[src/rtl/ibmw_pkg.sv]
// Shared types, field widths and codes for the inode block map walker.
package ibmw_pkg;

  localparam int STORE_BLOCKS_DEF   = 1024;
  localparam int PTRS_PER_BLOCK_DEF = 32;
  localparam int DIRECT_COUNT_DEF   = 5;

  localparam int ACTION_W = 2;
  localparam int BLOCK_W  = 10;
  localparam int WORD_W   = 5;
  localparam int VALUE_W  = 32;
  localparam int LBLOCK_W = 16;
  localparam int STATUS_W = 2;

  localparam logic [ACTION_W-1:0] ACT_STORE = 2'd0;
  localparam logic [ACTION_W-1:0] ACT_SLOT  = 2'd1;
  localparam logic [ACTION_W-1:0] ACT_XLATE = 2'd2;

  localparam logic [STATUS_W-1:0] STAT_OK     = 2'd0;
  localparam logic [STATUS_W-1:0] STAT_RANGE  = 2'd1;
  localparam logic [STATUS_W-1:0] STAT_BADPTR = 2'd2;

  typedef enum logic [2:0] {
    S_IDLE,
    S_DECODE,
    S_DIVM,
    S_DIVR,
    S_FETCH,
    S_LOAD
  } state_t;

endpackage

[src/rtl/ibmw_divp.sv]
// Divide-by-pointer-count step: reciprocal multiply, then remainder with correction.
module ibmw_divp #(
  parameter int PTRS_PER_BLOCK = ibmw_pkg::PTRS_PER_BLOCK_DEF
) (
  input  logic                              clk,
  input  logic [ibmw_pkg::LBLOCK_W-1:0]     x,
  output logic [ibmw_pkg::LBLOCK_W-1:0]     q,
  output logic [$clog2(PTRS_PER_BLOCK)-1:0] r
);
  import ibmw_pkg::*;

  localparam int IDX_W  = $clog2(PTRS_PER_BLOCK);
  localparam int SHIFT  = LBLOCK_W + IDX_W;
  localparam int MUL_W  = LBLOCK_W + 2;
  localparam int PROD_W = LBLOCK_W + MUL_W;
  localparam longint unsigned MUL =
    ((longint'(1) << SHIFT) + longint'(PTRS_PER_BLOCK) - 1) / longint'(PTRS_PER_BLOCK);

  logic [PROD_W-1:0]   prod;
  logic [LBLOCK_W-1:0] xr;
  logic [LBLOCK_W-1:0] q_raw;
  logic [31:0]         rem;

  always_ff @(posedge clk) begin
    prod <= PROD_W'(x) * PROD_W'(MUL_W'(MUL));
    xr   <= x;
  end

  always_comb begin
    q_raw = LBLOCK_W'(prod >> SHIFT);
    rem   = 32'(xr) - 32'(q_raw) * 32'(PTRS_PER_BLOCK);
    if (rem >= 32'(PTRS_PER_BLOCK)) begin
      q = q_raw + LBLOCK_W'(1);
      r = IDX_W'(rem - 32'(PTRS_PER_BLOCK));
    end else begin
      q = q_raw;
      r = IDX_W'(rem);
    end
  end

endmodule

[config.mk]
export PLATFORM = sky130hd
export DESIGN_NAME = ibmw_divp
export DESIGN_NICKNAME = d
export VERILOG_FILES = /design/src/rtl/ibmw_pkg.sv /design/src/rtl/ibmw_divp.sv
export SDC_FILE = /design/constraint.sdc
export NUM_CORES = 1
export LEC_CHECK = 0
export BUFFER_PORTS_ARGS = -buffer_cell sky130_fd_sc_hd__buf_2
export CORE_AREA = 10 10 47 49
export CTS_BUF_LIST = sky130_fd_sc_hd__clkbuf_2 sky130_fd_sc_hd__clkbuf_4 sky130_fd_sc_hd__clkbuf_8
export CTS_CLUSTER_SIZE = 20
export DETAILED_ROUTE_END_ITERATION = 8
export DIE_AREA = 0 0 57 59
export PLACE_DENSITY_LB_ADDON = 0.1
export SKIP_LAST_GASP = 1
export SYNTH_ARGS = -nofsm -noshare
export SYNTH_HDL_FRONTEND = slang
export SYNTH_SLANG_ARGS = --single-unit
[constraint.sdc]
create_clock -name clk -period 0.8 [get_ports clk]
set_clock_uncertainty 0.1 [all_clocks]
set_input_delay 0.08 -clock clk [delete_from_list [all_inputs] [get_ports clk]]
set_output_delay 0.08 -clock clk [all_outputs]
set_load 0.03 [all_outputs]
After elaboration in Yosys (flattened, before gate mapping)
Index checks and enable logic that the tools add are counted.
- register bits after elaboration: 16
- input port bits: 17
- output and inout port bits: 21
- logic and storage cells: 7
- add/sub/neg operators: 3
- magnitude comparators: 1
- multiplexer cells: 2
- operators by type and width (kind ; count):
    32-bit by 6-bit >= comparator with 1-bit output (second input constant) ; 1
    16-bit by 16-bit subtractor with 17-bit output ; 1
    16-bit two-way mux ; 1
    11-bit by 1-bit adder with 12-bit output (second input constant) ; 1
    5-bit two-way mux ; 1
    5-bit by 1-bit subtractor with 5-bit output (second input constant) ; 1

Longest topological paths before layout
- depth after elaboration: 3
- depth in mapped cells: 1
- gate-level depth less buffers: 0

Worst setup path after synthesis
OpenSTA, ideal clock, no wires.
- path type: register to output
- start: register prod[21]
- end: output q[0] (netlist bit)
- data arrival time: 459 ps
- slack: 161 ps
- stages on the path, launching flop included: 1
- path buffers: 0
- cells stage by stage: dfxtp_1
- word-level cells in the longest chain between the ends: 3
- elaborated cells between the ends (all ways): 4
- those cells by class: add/sub: 2; order compare: 1; mux: 1
- RTL lines (what ; line ; source):
    start, declared ; ibmw_divp.sv:19 ; logic [PROD_W-1:0] prod;
    start signal, assigned ; ibmw_divp.sv:25 ; prod <= PROD_W'(x) * PROD_W'(MUL_W'(MUL));
    16-bit by 16-bit subtractor with 17-bit output ; ibmw_divp.sv:31 ; rem = 32'(xr) - 32'(q_raw) * 32'(PTRS_PER_BLOCK);
    32-bit by 6-bit >= comparator with 1-bit output ; ibmw_divp.sv:32 ; if (rem >= 32'(PTRS_PER_BLOCK)) begin
    16-bit two-way mux (*) ; ibmw_divp.sv:32 ;
    end, declared ; ibmw_divp.sv:7 ; output logic [ibmw_pkg::LBLOCK_W-1:0] q,
Every way passes the cells marked *; elsewhere a longest branch is shown, timed or not.

Worst setup path in the final report
- start: register prod[28]
- end: output q[7] (netlist bit)
Same word-level chain as after synthesis.

==> run metrics <==
Chip Width=57 um; Setup WS post-layout=-113 ps; hold path start=x[11]; largest net degree at the start of global routing=9; WP data required=620 ps; largest registers=prod: 16 flops; total CTS buffers=3; Final HPWL DP=754 um; leading post-synthesis cells by cell area=dfxtp_1 (89%), buf_4 (10%), conb_1 (1.0%); post-synth top area cell=dfxtp_1; DR vias=between 300 and 400; max cap viols=0; final setup fails=16; CP bufs+invs=1; GPL Wtd Cong=0.579; first-pass GRT wire length=1.64 mm; max FFs per register=16; critical-path cell list=buf_6; total core area=1400 sq um; Initial Util=approximately 26%; final hold violations=0; sequential area share after synthesis=about 90%; Vert. Die Dim=59 um; final max-slew violation count=0; WHS Path Cells=2; post-placement cell count=69; synthesized instance count=22; Crit Path Category=flop to output pin; fin nets=91; top cell family by delay on the critical path=flip-flops; crit path time final=about 910 ps; DRT iter0 DRCs=1; maximum clock rate=1.10 GHz; CTS tree=built; Clk pwr share=25.0%; status=finished, violations left; CTS Sinks=16; total power=about 1.6 mW; initial antenna violation count=0; Synth-to-Final Area Change=127%; hold worst-path end=prod[27]; # DRC=0; Critical Path AT=730 ps; vias per std cell=3.68; First-pass DRT Iterations=2; die footprint=3360 sq um; most frequent cells in the layout=dlygate4sd3_1 (16), buf_2 (16), buf_6 (16), dfxtp_2 (16), conb_1 (5); setup bufs post-CTS=0; number of buffers added on ports=32; placed cell area=519 sq um; CP endpoint kind=output pin; share of the synthesized area in the top cell type=roughly 89%; share of post-route cells with drive strength above 1=70.8%; switching power=0.388 mW; Pleak=0.392 nW; largest register by flop count=prod; final instance area=822 sq um; startpoint types=flop; Final Cycle Share=114%; Yosys warning count=0; wire per inst=12.2 um; diodes inserted=0; Layout Utilization=58.7%; mapped cell area=362 sq um; combinational power share=19.7%; CTS root buffer=clkbuf_4; IO Pins=38; Clock Path Buffers=2; routed wire length=roughly 1.1 mm; Reg power frac=55.3%; slowest stage delay, CP=340 ps; Worst Hold Class=input pin to flop; #FFs+latches synth=16; Total GRT Usage=~6.3%; Clock transition at path regs=80 ps; switching part of the total=24.8%; Synth Area per Inst=16.4 sq um; Power Internal=1.18 mW; failing checks=setup timing; RSZ-0062 raised after global routing=yes; row count=14; vias in the first global route=377; Peak VDD IR=0.000892 V; Crit Path Max Fanout=1; post-synthesis cell type count=3; H-tree depth=1; fin cells=88; highest-delay cell along the critical path=dfxtp_2; DRT antenna net count=0; Power Density=1900 nW/um^2; gr ovfl total=0
layout make-up:
class	instances	area (sq um)
Fill cell	126	579
Timing Repair Buffer	48	420
Sequential cell	16	340
Clock buffer	3	22.5
Tap cell	16	20.0
Multi-Input combinational cell	5	18.8
cell families (layout without fill, tap and decap cells):
kind of cell / Yosys count / in the layout / share of synthesized area (%)
buffers and inverters: 5 / 51 / 10.4
flip-flops: 16 / 16 / 88.6
other: 1 / 5 / 1.04
power groups by stage:
stage | sequential, mW | clock [mW] | combinational (mW)
finish | 0.866 | 0.391 | 0.308
global route | 0.870 | 0.469 | 0.325
CTS | 0.866 | 0.419 | 0.308
detailed placement | 0.866 | 0 | 0.200
global placement | 0.865 | 0 | 0.199
floorplan | 0.956 | 0 | 0.0494
cells in the mapped netlist:
cell and number:
conb_1 1, dfxtp_1 16, buf_4 5
through the flow:
step	TNS, ps	setup WS [ps]	hold slack, ps
floorplan	0	161	7.72
global placement	0	142	82.5
detailed placement	0	134	83.6
CTS	-1880	-125	321
global route	-2330	-159	321
finish	-1620	-113	334
what timing repair did:
action                                 4_1_cts  5_1_grt
gates resized for setup                     48        0
setup endpoints to repair                   16       16
endpoints found under the hold margin       16        0
hold buffers                                16        0
layer usage:
layer  up-vias  GRT usage (%)  share of wire (%)
met5         -              0                  0
met4         0           4.03                  0
met3         0           5.79                 18
met2        22           10.9                 54
met1       147           4.40                 28
li1        155              -                  -
how the worst max path moves through the flow:
stage	endpoint	from	cells after the start
final	q[7]	prod[28]	1
after global routing	q[7]	prod[28]	1
after CTS	q[3]	prod[24]	1
after detailed placement	q[3]	prod[24]	1
after global placement	q[10]	prod[31]	1
after floorplan	q[0]	prod[21]	0
No activity file was read; power rests on OpenSTA's default activity.
